===== config.mk =====
export PLATFORM = sky130hd
export DESIGN_NAME = rc4_stream_cipher
export DESIGN_NICKNAME = d
export VERILOG_FILES = /design/src/rc4_pkg.sv /design/src/rc4_stream_cipher.sv /design/src/rc4_ram.sv /design/src/rc4_seq.sv /design/src/rc4_datapath.sv
export VERILOG_INCLUDE_DIRS = /design/src /design/src/src
export SDC_FILE = /design/constraint.sdc
export NUM_CORES = 2
export LEC_CHECK = 0
export BUFFER_PORTS_ARGS = -buffer_cell sky130_fd_sc_hd__buf_4
export CORE_MARGIN = 1
export CORE_UTILIZATION = 49
export CTS_CLUSTER_SIZE = 8
export DETAILED_ROUTE_END_ITERATION = 6
export SYNTH_ARGS = -nofsm -noshare
export SYNTH_HDL_FRONTEND = slang
export SYNTH_SLANG_ARGS = --single-unit

===== constraint.sdc =====
create_clock -name aclk -period 20.6 [get_ports aclk]
set_input_delay 3.09 -clock aclk [delete_from_list [all_inputs] [get_ports aclk]]
set_output_delay 3.09 -clock aclk [all_outputs]
set_load 0.03 [all_outputs]

===== src/assert_macros.svh =====
// Concurrent assertion helpers; define NO_ASSERTIONS to compile them out.
`ifndef ASSERT_MACROS_SVH
`define ASSERT_MACROS_SVH

`ifndef NO_ASSERTIONS

`define RC4_ASSERT_IMPL(label, clk, rstn, ante, cons) \
    label: assert property (@(posedge clk) disable iff (!(rstn)) (ante) |-> (cons)) \
        else $error("assertion failed");

`define RC4_ASSERT_NEXT(label, clk, rstn, ante, cons) \
    label: assert property (@(posedge clk) disable iff (!(rstn)) (ante) |=> (cons)) \
        else $error("assertion failed");

`else

`define RC4_ASSERT_IMPL(label, clk, rstn, ante, cons)

`define RC4_ASSERT_NEXT(label, clk, rstn, ante, cons)

`endif

`endif


===== src/rc4_pkg.sv =====
`timescale 1ns / 1ps
`default_nettype none

package rc4_pkg;

    localparam int TABLE_SIZE = 256;

    localparam logic [1:0] ACT_LOAD     = 2'd0;
    localparam logic [1:0] ACT_SCHEDULE = 2'd1;
    localparam logic [1:0] ACT_CRYPT    = 2'd2;

    localparam logic REG_KEY_LENGTH = 1'b0;
    localparam logic [8:0] KEY_LENGTH_RESET = 9'd16;

    typedef logic [3:0] step_t;

    localparam step_t P_IDLE = 4'd0;
    localparam step_t P_LOAD = 4'd1;
    localparam step_t P_FILL = 4'd2;
    localparam step_t P_KA   = 4'd3;
    localparam step_t P_KB   = 4'd4;
    localparam step_t P_KC   = 4'd5;
    localparam step_t P_KD   = 4'd6;
    localparam step_t P_KE   = 4'd7;
    localparam step_t P_C0   = 4'd8;
    localparam step_t P_C1   = 4'd9;
    localparam step_t P_C2   = 4'd10;
    localparam step_t P_C3   = 4'd11;
    localparam step_t P_C4   = 4'd12;
    localparam step_t P_C5   = 4'd13;

    typedef struct packed {
        logic [1:0] action;
        logic [7:0] key_index;
        logic [7:0] key_byte;
        logic [7:0] data_byte;
    } in_item_t;

    typedef struct packed {
        logic [7:0] out_byte;
        logic [7:0] keystream_byte;
    } out_item_t;

    typedef enum logic [2:0] {
        ADDR_N       = 3'd0,
        ADDR_ACC     = 3'd1,
        ADDR_ACC_SUM = 3'd2,
        ADDR_I       = 3'd3,
        ADDR_I_INC   = 3'd4,
        ADDR_J       = 3'd5,
        ADDR_J_SUM   = 3'd6,
        ADDR_T       = 3'd7
    } addr_sel_t;

    typedef enum logic [1:0] {
        WD_N     = 2'd0,
        WD_RDATA = 2'd1,
        WD_A     = 2'd2
    } wd_sel_t;

    typedef enum logic [2:0] {
        JC_NEXT = 3'd0,
        JC_JUMP = 3'd1,
        JC_FILL = 3'd2,
        JC_LOOP = 3'd3,
        JC_OUT  = 3'd4
    } jc_t;

    typedef struct packed {
        addr_sel_t addr_sel;
        wd_sel_t   wd_sel;
        logic      perm_we;
        logic      key_we;
        logic      n_inc;
        logic      kpos_inc;
        logic      ka_clr;
        logic      acc_ld;
        logic      a_ld;
        logic      b_ld;
        logic      i_inc;
        logic      j_ld;
        logic      ij_clr;
        logic      out_ld;
        jc_t       jc;
        step_t     target;
    } ctrl_t;

    typedef struct packed {
        logic n_last;
    } stat_t;

    function automatic ctrl_t ucode_word(input step_t pc);
        ctrl_t cw;
        cw = ctrl_t'('0);
        cw.addr_sel = ADDR_N;
        cw.wd_sel   = WD_N;
        cw.jc       = JC_NEXT;
        cw.target   = P_IDLE;
        unique case (pc)
            P_IDLE: begin
                cw.jc = JC_JUMP;
            end
            P_LOAD: begin
                cw.key_we = 1'b1;
                cw.jc     = JC_JUMP;
            end
            P_FILL: begin
                cw.perm_we = 1'b1;
                cw.n_inc   = 1'b1;
                cw.ka_clr  = 1'b1;
                cw.jc      = JC_FILL;
                cw.target  = P_FILL;
            end
            P_KA: begin
                cw.addr_sel = ADDR_N;
            end
            P_KB: begin
                cw.addr_sel = ADDR_ACC_SUM;
                cw.acc_ld   = 1'b1;
                cw.a_ld     = 1'b1;
            end
            P_KC: begin
                cw.addr_sel = ADDR_N;
                cw.wd_sel   = WD_RDATA;
                cw.perm_we  = 1'b1;
            end
            P_KD: begin
                cw.addr_sel = ADDR_ACC;
                cw.wd_sel   = WD_A;
                cw.perm_we  = 1'b1;
                cw.n_inc    = 1'b1;
                cw.kpos_inc = 1'b1;
                cw.jc       = JC_LOOP;
                cw.target   = P_KA;
            end
            P_KE: begin
                cw.ij_clr = 1'b1;
                cw.jc     = JC_JUMP;
            end
            P_C0: begin
                cw.addr_sel = ADDR_I_INC;
                cw.i_inc    = 1'b1;
            end
            P_C1: begin
                cw.addr_sel = ADDR_J_SUM;
                cw.a_ld     = 1'b1;
                cw.j_ld     = 1'b1;
            end
            P_C2: begin
                cw.addr_sel = ADDR_I;
                cw.wd_sel   = WD_RDATA;
                cw.perm_we  = 1'b1;
                cw.b_ld     = 1'b1;
            end
            P_C3: begin
                cw.addr_sel = ADDR_J;
                cw.wd_sel   = WD_A;
                cw.perm_we  = 1'b1;
            end
            P_C4: begin
                cw.addr_sel = ADDR_T;
            end
            P_C5: begin
                cw.addr_sel = ADDR_T;
                cw.out_ld   = 1'b1;
                cw.jc       = JC_OUT;
            end
            default: begin
                cw.jc = JC_JUMP;
            end
        endcase
        return cw;
    endfunction

endpackage

`default_nettype wire


===== src/rc4_stream_cipher.sv =====
`timescale 1ns / 1ps
`default_nettype none

// RC4 engine driven by a small microcode sequencer over one single-port-style
// 256-byte permutation RAM and a 256-byte key RAM. A load transaction writes
// its key byte to the key RAM; a crypt transaction is an accept plus six steps
// of permutation RAM access (read S[i], read S[j], two swap writes, read S[t],
// result); a schedule transaction is an identity fill of the permutation, then
// four RAM steps per entry over 256 entries. After reset the block runs an
// identity fill of the permutation before s_ready first goes high;
// key_length can be written over APB meanwhile. The result register lets a
// finished byte wait on m_ready while the next transaction is accepted.
// Key bytes must be loaded before a schedule reads them.

`include "assert_macros.svh"

module rc4_stream_cipher (
    input  wire                     aclk,
    input  wire                     aresetn,
    input  wire                     s_valid,
    output logic                    s_ready,
    input  rc4_pkg::in_item_t       s_data,
    output logic                    m_valid,
    input  wire                     m_ready,
    output rc4_pkg::out_item_t      m_data,
    input  wire                     psel,
    input  wire                     penable,
    input  wire                     pwrite,
    input  wire  [2:0]              paddr,
    input  wire  [31:0]             pwdata,
    output logic [31:0]             prdata,
    output logic                    pready
);

    logic               accept;
    logic               out_full;
    logic               out_load;
    logic               out_valid_reg;
    logic               out_valid_next;
    logic [8:0]         key_length_reg;
    rc4_pkg::ctrl_t     ctrl;
    rc4_pkg::stat_t     stat;
    rc4_pkg::out_item_t result;
    rc4_pkg::out_item_t out_reg;

    assign pready = 1'b1;
    assign prdata = (paddr[2] == rc4_pkg::REG_KEY_LENGTH) ? {23'd0, key_length_reg} : 32'd0;

    always_ff @(posedge aclk) begin
        if (!aresetn) begin
            key_length_reg <= rc4_pkg::KEY_LENGTH_RESET;
        end else if (psel && penable && pwrite && pready
                     && paddr[2] == rc4_pkg::REG_KEY_LENGTH) begin
            key_length_reg <= pwdata[8:0];
        end
    end

    assign accept   = s_valid && s_ready;
    assign out_full = out_valid_reg && !m_ready;
    assign out_load = ctrl.out_ld && !out_full;

    rc4_seq u_seq (
        .aclk    (aclk),
        .aresetn (aresetn),
        .accept  (accept),
        .action  (s_data.action),
        .out_full(out_full),
        .stat    (stat),
        .in_ready(s_ready),
        .ctrl    (ctrl)
    );

    rc4_datapath u_datapath (
        .aclk      (aclk),
        .aresetn   (aresetn),
        .accept    (accept),
        .in_item   (s_data),
        .key_length(key_length_reg),
        .ctrl      (ctrl),
        .stat      (stat),
        .result    (result)
    );

    always_comb begin
        out_valid_next = out_valid_reg;
        if (out_load) begin
            out_valid_next = 1'b1;
        end else if (m_ready) begin
            out_valid_next = 1'b0;
        end
    end

    always_ff @(posedge aclk) begin
        if (!aresetn) begin
            out_valid_reg <= 1'b0;
        end else begin
            out_valid_reg <= out_valid_next;
        end
    end

    always_ff @(posedge aclk) begin
        if (out_load) begin
            out_reg <= result;
        end
    end

    assign m_valid = out_valid_reg;
    assign m_data  = out_reg;

    `RC4_ASSERT_NEXT(a_busy_after_accept, aclk, aresetn,
        accept && (s_data.action == rc4_pkg::ACT_LOAD
            || s_data.action == rc4_pkg::ACT_SCHEDULE
            || s_data.action == rc4_pkg::ACT_CRYPT),
        !s_ready)
    `RC4_ASSERT_IMPL(a_result_from_busy, aclk, aresetn, $rose(m_valid), $past(!s_ready))

endmodule

`default_nettype wire


===== src/rc4_ram.sv =====
`timescale 1ns / 1ps
`default_nettype none

module rc4_ram #(
    parameter int WIDTH = 8,
    parameter int DEPTH = 256
) (
    input  wire                      clk,
    input  wire                      we,
    input  wire  [$clog2(DEPTH)-1:0] waddr,
    input  wire  [WIDTH-1:0]         wdata,
    input  wire  [$clog2(DEPTH)-1:0] raddr,
    output logic [WIDTH-1:0]         rdata
);

    logic [WIDTH-1:0] mem [DEPTH];

    always_ff @(posedge clk) begin
        if (we) begin
            mem[waddr] <= wdata;
        end
        rdata <= mem[raddr];
    end

endmodule

`default_nettype wire


===== src/rc4_seq.sv =====
`timescale 1ns / 1ps
`default_nettype none

module rc4_seq (
    input  wire                  aclk,
    input  wire                  aresetn,
    input  wire                  accept,
    input  wire  [1:0]           action,
    input  wire                  out_full,
    input  rc4_pkg::stat_t       stat,
    output logic                 in_ready,
    output rc4_pkg::ctrl_t       ctrl
);

    rc4_pkg::step_t pc_reg;
    rc4_pkg::step_t pc_next;
    logic           sched_reg;
    logic           sched_next;

    assign ctrl     = rc4_pkg::ucode_word(pc_reg);
    assign in_ready = (pc_reg == rc4_pkg::P_IDLE);

    always_comb begin
        pc_next = pc_reg;
        if (pc_reg == rc4_pkg::P_IDLE) begin
            if (accept) begin
                unique case (action)
                    rc4_pkg::ACT_LOAD:     pc_next = rc4_pkg::P_LOAD;
                    rc4_pkg::ACT_SCHEDULE: pc_next = rc4_pkg::P_FILL;
                    rc4_pkg::ACT_CRYPT:    pc_next = rc4_pkg::P_C0;
                    default:               pc_next = rc4_pkg::P_IDLE;
                endcase
            end
        end else begin
            unique case (ctrl.jc)
                rc4_pkg::JC_NEXT: pc_next = pc_reg + 4'd1;
                rc4_pkg::JC_JUMP: pc_next = ctrl.target;
                rc4_pkg::JC_FILL: begin
                    if (!stat.n_last) begin
                        pc_next = ctrl.target;
                    end else if (sched_reg) begin
                        pc_next = pc_reg + 4'd1;
                    end else begin
                        pc_next = rc4_pkg::P_IDLE;
                    end
                end
                rc4_pkg::JC_LOOP: pc_next = stat.n_last ? pc_reg + 4'd1 : ctrl.target;
                rc4_pkg::JC_OUT:  pc_next = out_full ? pc_reg : ctrl.target;
                default:          pc_next = rc4_pkg::P_IDLE;
            endcase
        end
    end

    always_comb begin
        sched_next = sched_reg;
        if (accept && action == rc4_pkg::ACT_SCHEDULE) begin
            sched_next = 1'b1;
        end else if (ctrl.ij_clr) begin
            sched_next = 1'b0;
        end
    end

    always_ff @(posedge aclk) begin
        if (!aresetn) begin
            pc_reg    <= rc4_pkg::P_FILL;
            sched_reg <= 1'b0;
        end else begin
            pc_reg    <= pc_next;
            sched_reg <= sched_next;
        end
    end

endmodule

`default_nettype wire


===== src/rc4_datapath.sv =====
`timescale 1ns / 1ps
`default_nettype none

module rc4_datapath (
    input  wire                  aclk,
    input  wire                  aresetn,
    input  wire                  accept,
    input  rc4_pkg::in_item_t    in_item,
    input  wire  [8:0]           key_length,
    input  rc4_pkg::ctrl_t       ctrl,
    output rc4_pkg::stat_t       stat,
    output rc4_pkg::out_item_t   result
);

    rc4_pkg::in_item_t item_reg;
    logic [7:0] n_reg;
    logic [7:0] kpos_reg;
    logic [7:0] acc_reg;
    logic [7:0] a_reg;
    logic [7:0] b_reg;
    logic [7:0] i_reg;
    logic [7:0] j_reg;

    logic [7:0] perm_rdata;
    logic [7:0] key_rdata;
    logic [7:0] perm_addr;
    logic [7:0] perm_wdata;
    logic [7:0] acc_sum;
    logic [7:0] i_inc;
    logic [7:0] j_sum;
    logic [7:0] t_idx;
    logic [8:0] eff_len;
    logic       kpos_wrap;

    assign acc_sum = acc_reg + perm_rdata + key_rdata;
    assign i_inc   = i_reg + 8'd1;
    assign j_sum   = j_reg + perm_rdata;
    assign t_idx   = a_reg + b_reg;

    always_comb begin
        if (key_length == 9'd0) begin
            eff_len = 9'd1;
        end else if (key_length > 9'(rc4_pkg::TABLE_SIZE)) begin
            eff_len = 9'(rc4_pkg::TABLE_SIZE);
        end else begin
            eff_len = key_length;
        end
    end

    assign kpos_wrap   = ({1'b0, kpos_reg} + 9'd1) == eff_len;
    assign stat.n_last = (n_reg == 8'hFF);

    always_comb begin
        unique case (ctrl.addr_sel)
            rc4_pkg::ADDR_N:       perm_addr = n_reg;
            rc4_pkg::ADDR_ACC:     perm_addr = acc_reg;
            rc4_pkg::ADDR_ACC_SUM: perm_addr = acc_sum;
            rc4_pkg::ADDR_I:       perm_addr = i_reg;
            rc4_pkg::ADDR_I_INC:   perm_addr = i_inc;
            rc4_pkg::ADDR_J:       perm_addr = j_reg;
            rc4_pkg::ADDR_J_SUM:   perm_addr = j_sum;
            rc4_pkg::ADDR_T:       perm_addr = t_idx;
            default:               perm_addr = n_reg;
        endcase
    end

    always_comb begin
        unique case (ctrl.wd_sel)
            rc4_pkg::WD_N:     perm_wdata = n_reg;
            rc4_pkg::WD_RDATA: perm_wdata = perm_rdata;
            rc4_pkg::WD_A:     perm_wdata = a_reg;
            default:           perm_wdata = n_reg;
        endcase
    end

    rc4_ram #(
        .WIDTH(8),
        .DEPTH(rc4_pkg::TABLE_SIZE)
    ) u_perm_ram (
        .clk  (aclk),
        .we   (ctrl.perm_we),
        .waddr(perm_addr),
        .wdata(perm_wdata),
        .raddr(perm_addr),
        .rdata(perm_rdata)
    );

    rc4_ram #(
        .WIDTH(8),
        .DEPTH(rc4_pkg::TABLE_SIZE)
    ) u_key_ram (
        .clk  (aclk),
        .we   (ctrl.key_we),
        .waddr(item_reg.key_index),
        .wdata(item_reg.key_byte),
        .raddr(kpos_reg),
        .rdata(key_rdata)
    );

    assign result.out_byte       = item_reg.data_byte ^ perm_rdata;
    assign result.keystream_byte = perm_rdata;

    always_ff @(posedge aclk) begin
        if (accept) begin
            item_reg <= in_item;
        end
        if (ctrl.a_ld) begin
            a_reg <= perm_rdata;
        end
        if (ctrl.b_ld) begin
            b_reg <= perm_rdata;
        end
    end

    always_ff @(posedge aclk) begin
        if (!aresetn) begin
            n_reg    <= 8'd0;
            kpos_reg <= 8'd0;
            acc_reg  <= 8'd0;
            i_reg    <= 8'd0;
            j_reg    <= 8'd0;
        end else begin
            if (ctrl.n_inc) begin
                n_reg <= n_reg + 8'd1;
            end
            if (ctrl.ka_clr) begin
                kpos_reg <= 8'd0;
                acc_reg  <= 8'd0;
            end else begin
                if (ctrl.kpos_inc) begin
                    kpos_reg <= kpos_wrap ? 8'd0 : kpos_reg + 8'd1;
                end
                if (ctrl.acc_ld) begin
                    acc_reg <= acc_sum;
                end
            end
            if (ctrl.ij_clr) begin
                i_reg <= 8'd0;
                j_reg <= 8'd0;
            end else begin
                if (ctrl.i_inc) begin
                    i_reg <= i_inc;
                end
                if (ctrl.j_ld) begin
                    j_reg <= j_sum;
                end
            end
        end
    end

endmodule

`default_nettype wire

==> results.md <==
- The endpoint of the most critical register-to-register path is u_datapath.u_perm_ram.rdata[0].
- The initial antenna violation count is 10.
- The tool flagged a number of max-cap violations equal to 0.
- After layout, the worst setup slack is 11.71 ns.
- In this run, the number of DRC markers left after iteration 0 of detailed routing was 8631.
- The startpoint of the worst hold path is u_seq.sched_reg.
- After synthesis the netlist holds a flip-flop and latch count of 4223.
- Before CTS, the worst setup slack after placement is 11.97 ns.
- The number of slew-limit violations in the final report was 0.
- The number of non-filler instances in the completed layout is 14.3k.
- The worst min-delay path category is flop to flop.
- The final-layout setup total negative slack is 0 ns.
- The HPWL after detailed placement is 242000 um.
- The portion of synthesized area spent on multiplexers is 12.4%.
- The number of nets in the layout is 9758.
- After synthesis, the largest family of logic cells by area is multiplexers.
- Counting flops with a built-in enable in the synthesized netlist gives 4152.
- In the global route stage, overall resource usage came out at 24.1%.
- The tree is rooted in a sky130_fd_sc_hd__clkbuf_16.
- Dividing the final minimum period by the clock period gives 43.1%.
- The post-route clock skew is 0.0419 ns.
- The standard cell core area is 337000 um2.
- After synthesis, the mean cell area works out to 17.8 um2.
- The leakage power total is 0.0594 uW.
- After technology mapping, the gate count stands at 9364.
- The worst path in the final design needs a cycle of 8.89 ns, including I/O delays and setup.
- The worst setup path startpoint is u_seq.pc_reg[0].
- The die is 585 um tall.
- In the final layout, the share of cells above drive strength 1 is 16.9%.
- Across the VDD grid, the largest voltage drop is 109 uV.
- The top flip-flop cell by instance count after synthesis is sky130_fd_sc_hd__edfxtp_1.
- The fraction of registers with async set or reset after synthesis is 0%.
- Dividing total power by cell area gives a power density of 118 nW/um2.
- The H-tree level count is 6.
- The run finished with clean final reports.
- The number of buffers added for setup after CTS is 0.
- The worst setup path is launched from a flop.
- Setup violations remaining at the end of the flow were counted as 0.
- The count of nets left with antenna violations once routing finished came out at 0.
- Setup repair after global routing left no endpoint under its margin.
- The adder-cell area share of the yosys netlist is 0.338%.
- The synthesized netlist occupies a cell area of 166000 um2.
- The per-cell routed wire length is 29.1 um.
- The logic depth of the worst register-to-register path is 17.
- The number of buffers inserted during clock tree synthesis is 598.
- For this design the top-level I/O count stands at 119.
- The first TritonRoute pass finished after 6 iterations.
- The CTS tree is built.
- The clock reaches the later pin of the worst-skew pair after 1.00 ns.
- The clock net in this run drives a total of 4223 sinks.
- The number of gates resized after CTS is 0.
- The highest net fanout along the worst path is 121.
- The global placer's final weighted congestion is 0.841.
- The share of the synthesized area in compound gates (AO/OA/AOI/OAI) is 3.06%.
- The number of cells in the design after placement is 13.6k.
- The critical path arrival is 9.61 ns.
- The sequential-to-total area share from yosys stat is 75.8%.
- The effective utilization at floorplan is 49.4%.
- The xor and xnor area share after synthesis is 0.247%.
- The final routed wirelength across all metal layers is 415000 um.
- The area growth from synthesis to layout is 12.9%.
- The number of placement rows is 213.
- In the routed design, unresolved DRC markers number 0.
- The final worst hold slack is 0.453 ns.
- The via density per instance is 6.09.
- Entering global routing, the biggest net connects 189 pins.
- The die width is 585 um.
- The end point of the most critical hold path is u_seq.sched_reg.
- The total number of yosys warnings is 0.
- The worst setup path is of the flop to flop kind.
- Counting along the longest clock path gives a buffer depth of 4.
- The kind of end point of the critical path is a flop.
- The source of the worst register-to-register timing path is u_seq.pc_reg[0].
- Port buffering added 69 buffers.
- The cts-stage hold buffer count is 0.
- The total global routing overflow is 0.
- The worst-case headroom to the max-slew limit is 16.7%.
- The via count of the first global-routing pass is 87.4k.
- For flop-to-flop paths, the worst setup slack is 11.71 ns.
- The clock-pin transition on the worst setup and hold timing paths is 0.06 ns.
- The maximum clock frequency is 113 MHz.
- The die footprint is 342000 um2.
- For the worst setup path, the data required time is 21.32 ns.
- The first global-routing pass estimated 603000 um of wire.
- Summing the areas of all and, or, nand and nor instances in the mapped netlist gives 6.51% of the synthesized area.
- At the pin with the least slew margin, the transition time is 1.24 ns.
- The worst hold path passes through 2 cells.
- Counting distinct cell types in the post-synthesis netlist gives 91.
- The total via count in the routed design is 87.0k.
- The number of hold violations in the final report is 0.
==> kinds of logic (layout without fill, tap and decap cells) <==
kind of cell               after synthesis  in the layout
AOI/OAI and AO/OA                      718            718
xor gates and xnor gates                47             47
adders and majority gates               39             39
buffers and inverters                  606            987
DFF                                   4223           4223
muxes                                 1205           1205
other                                    2             29
and+or+nand+nor                       2524           2524
==> area by class of cell <==
| type | instances | area, um2 |
|---|---|---|
| well taps | 4515 | 5650 |
| clock inverters | 44 | 649 |
| inverters | 24 | 90.1 |
| repair buffers | 247 | 1980 |
| diodes | 5 | 12.5 |
| fillers | 25621 | 149000 |
| flip-flops and latches | 4223 | 126000 |
| clock buffers | 672 | 15500 |
| multi-input cells | 4557 | 37800 |
==> metrics by stage <==
stage	cell area [um2]	util, %	total power (uW)
final	188000	55.7	22100
after global routing	188000	55.7	22800
after CTS	188000	55.7	22300
after detailed placement	172000	50.9	13600
after global placement	172000	50.9	13500
after floorplan	166000	-	12500
==> synth_stat cells (19+ instances only) <==
cell | n | area [um2]
sky130_fd_sc_hd__a211oi_1 | 19 | 143
sky130_fd_sc_hd__a21oi_1 | 112 | 561
sky130_fd_sc_hd__a22oi_1 | 70 | 526
sky130_fd_sc_hd__a31oi_1 | 20 | 125
sky130_fd_sc_hd__a32oi_1 | 147 | 1290
sky130_fd_sc_hd__buf_1 | 95 | 357
sky130_fd_sc_hd__buf_2 | 169 | 846
sky130_fd_sc_hd__buf_4 | 56 | 420
sky130_fd_sc_hd__clkbuf_1 | 245 | 920
sky130_fd_sc_hd__dfxtp_1 | 71 | 1420
sky130_fd_sc_hd__edfxtp_1 | 4152 | 125000
sky130_fd_sc_hd__ha_1 | 29 | 363
sky130_fd_sc_hd__inv_1 | 24 | 90.1
sky130_fd_sc_hd__mux2i_1 | 524 | 5250
sky130_fd_sc_hd__mux4_2 | 679 | 15300
sky130_fd_sc_hd__nand2_1 | 1204 | 4520
sky130_fd_sc_hd__nand3_1 | 421 | 2110
sky130_fd_sc_hd__nand4_1 | 134 | 838
sky130_fd_sc_hd__nor2_1 | 590 | 2210
sky130_fd_sc_hd__nor2b_1 | 31 | 194
sky130_fd_sc_hd__nor3_1 | 39 | 195
sky130_fd_sc_hd__nor4_1 | 20 | 125
sky130_fd_sc_hd__o2111ai_1 | 31 | 272
sky130_fd_sc_hd__o21ai_0 | 77 | 385
sky130_fd_sc_hd__o22ai_1 | 121 | 757
sky130_fd_sc_hd__xnor2_1 | 24 | 210
sky130_fd_sc_hd__xor2_1 | 23 | 201
==> critical path, stage by stage (launching register included) <==
cell and delay (ns):
sky130_fd_sc_hd__dfxtp_1 0.42, sky130_fd_sc_hd__inv_1 0.09, sky130_fd_sc_hd__ha_1 0.52, sky130_fd_sc_hd__mux2_2 0.41, sky130_fd_sc_hd__o221a_2 0.35, sky130_fd_sc_hd__a22oi_2 0.69, sky130_fd_sc_hd__a21o_4 0.55, sky130_fd_sc_hd__buf_4 0.58
sky130_fd_sc_hd__buf_4 0.78, sky130_fd_sc_hd__buf_4 0.65, sky130_fd_sc_hd__buf_4 0.77, sky130_fd_sc_hd__buf_12 0.51, sky130_fd_sc_hd__mux2i_1 0.26, sky130_fd_sc_hd__a32oi_1 0.10, sky130_fd_sc_hd__nand4_1 0.14, sky130_fd_sc_hd__o21ai_0 0.23
sky130_fd_sc_hd__nor3_1 0.80, sky130_fd_sc_hd__o2111ai_1 0.39
==> per-layer routing <==
metal	share of wire, %	wire, um	vias to the layer above	GRT usage [%]
met5	0.0065	27	-	0
met4	3.6	15000	4	8.72
met3	6.4	26500	704	3.55
met2	50	207000	3336	40.2
met1	40	167000	45343	32.5
li1	-	-	37563	-
==> cells in the final DEF (no fill, tap or decap), types with 29 or more instances in the layout <==
cell	Yosys	layout
sky130_fd_sc_hd__nor2b_1	31	31
sky130_fd_sc_hd__o21ai_0	77	69
sky130_fd_sc_hd__nor2_1	590	589
sky130_fd_sc_hd__nand3_1	421	418
sky130_fd_sc_hd__dfxtp_1	71	65
sky130_fd_sc_hd__mux2i_1	524	524
sky130_fd_sc_hd__ha_1	29	29
sky130_fd_sc_hd__clkbuf_1	245	60
sky130_fd_sc_hd__nor3_1	39	38
sky130_fd_sc_hd__mux4_2	679	679
sky130_fd_sc_hd__nand4_1	134	134
sky130_fd_sc_hd__a32oi_1	147	147
sky130_fd_sc_hd__o2111ai_1	31	31
sky130_fd_sc_hd__a22oi_1	70	70
sky130_fd_sc_hd__a21oi_1	112	111
sky130_fd_sc_hd__nand2_1	1204	1190
sky130_fd_sc_hd__clkbuf_16	0	612
sky130_fd_sc_hd__o22ai_1	121	121
sky130_fd_sc_hd__edfxtp_1	4152	4152
sky130_fd_sc_hd__buf_4	56	237
==> worst max-delay path by stage <==
stage                                      endpoint  slack, ns  cells after the start
finish               u_datapath.u_perm_ram.rdata[0]      11.71                     17
global route         u_datapath.u_perm_ram.rdata[0]      11.57                     17
CTS                  u_datapath.u_perm_ram.rdata[0]      11.96                     17
detailed placement   u_datapath.u_perm_ram.rdata[0]      11.97                     17
global placement     u_datapath.u_perm_ram.rdata[0]      12.03                     17
floorplan           u_datapath.u_perm_ram.mem[0][5]       6.20                      9
==> power breakdown <==
group          internal (uW)  leakage (uW)  switching [uW]
clock network           5260       0.00792            3410
registers               9720        0.0367            71.3
logic                   1030        0.0147            2640
total                  16000        0.0594            6120
(Power assumes the default switching activity.)
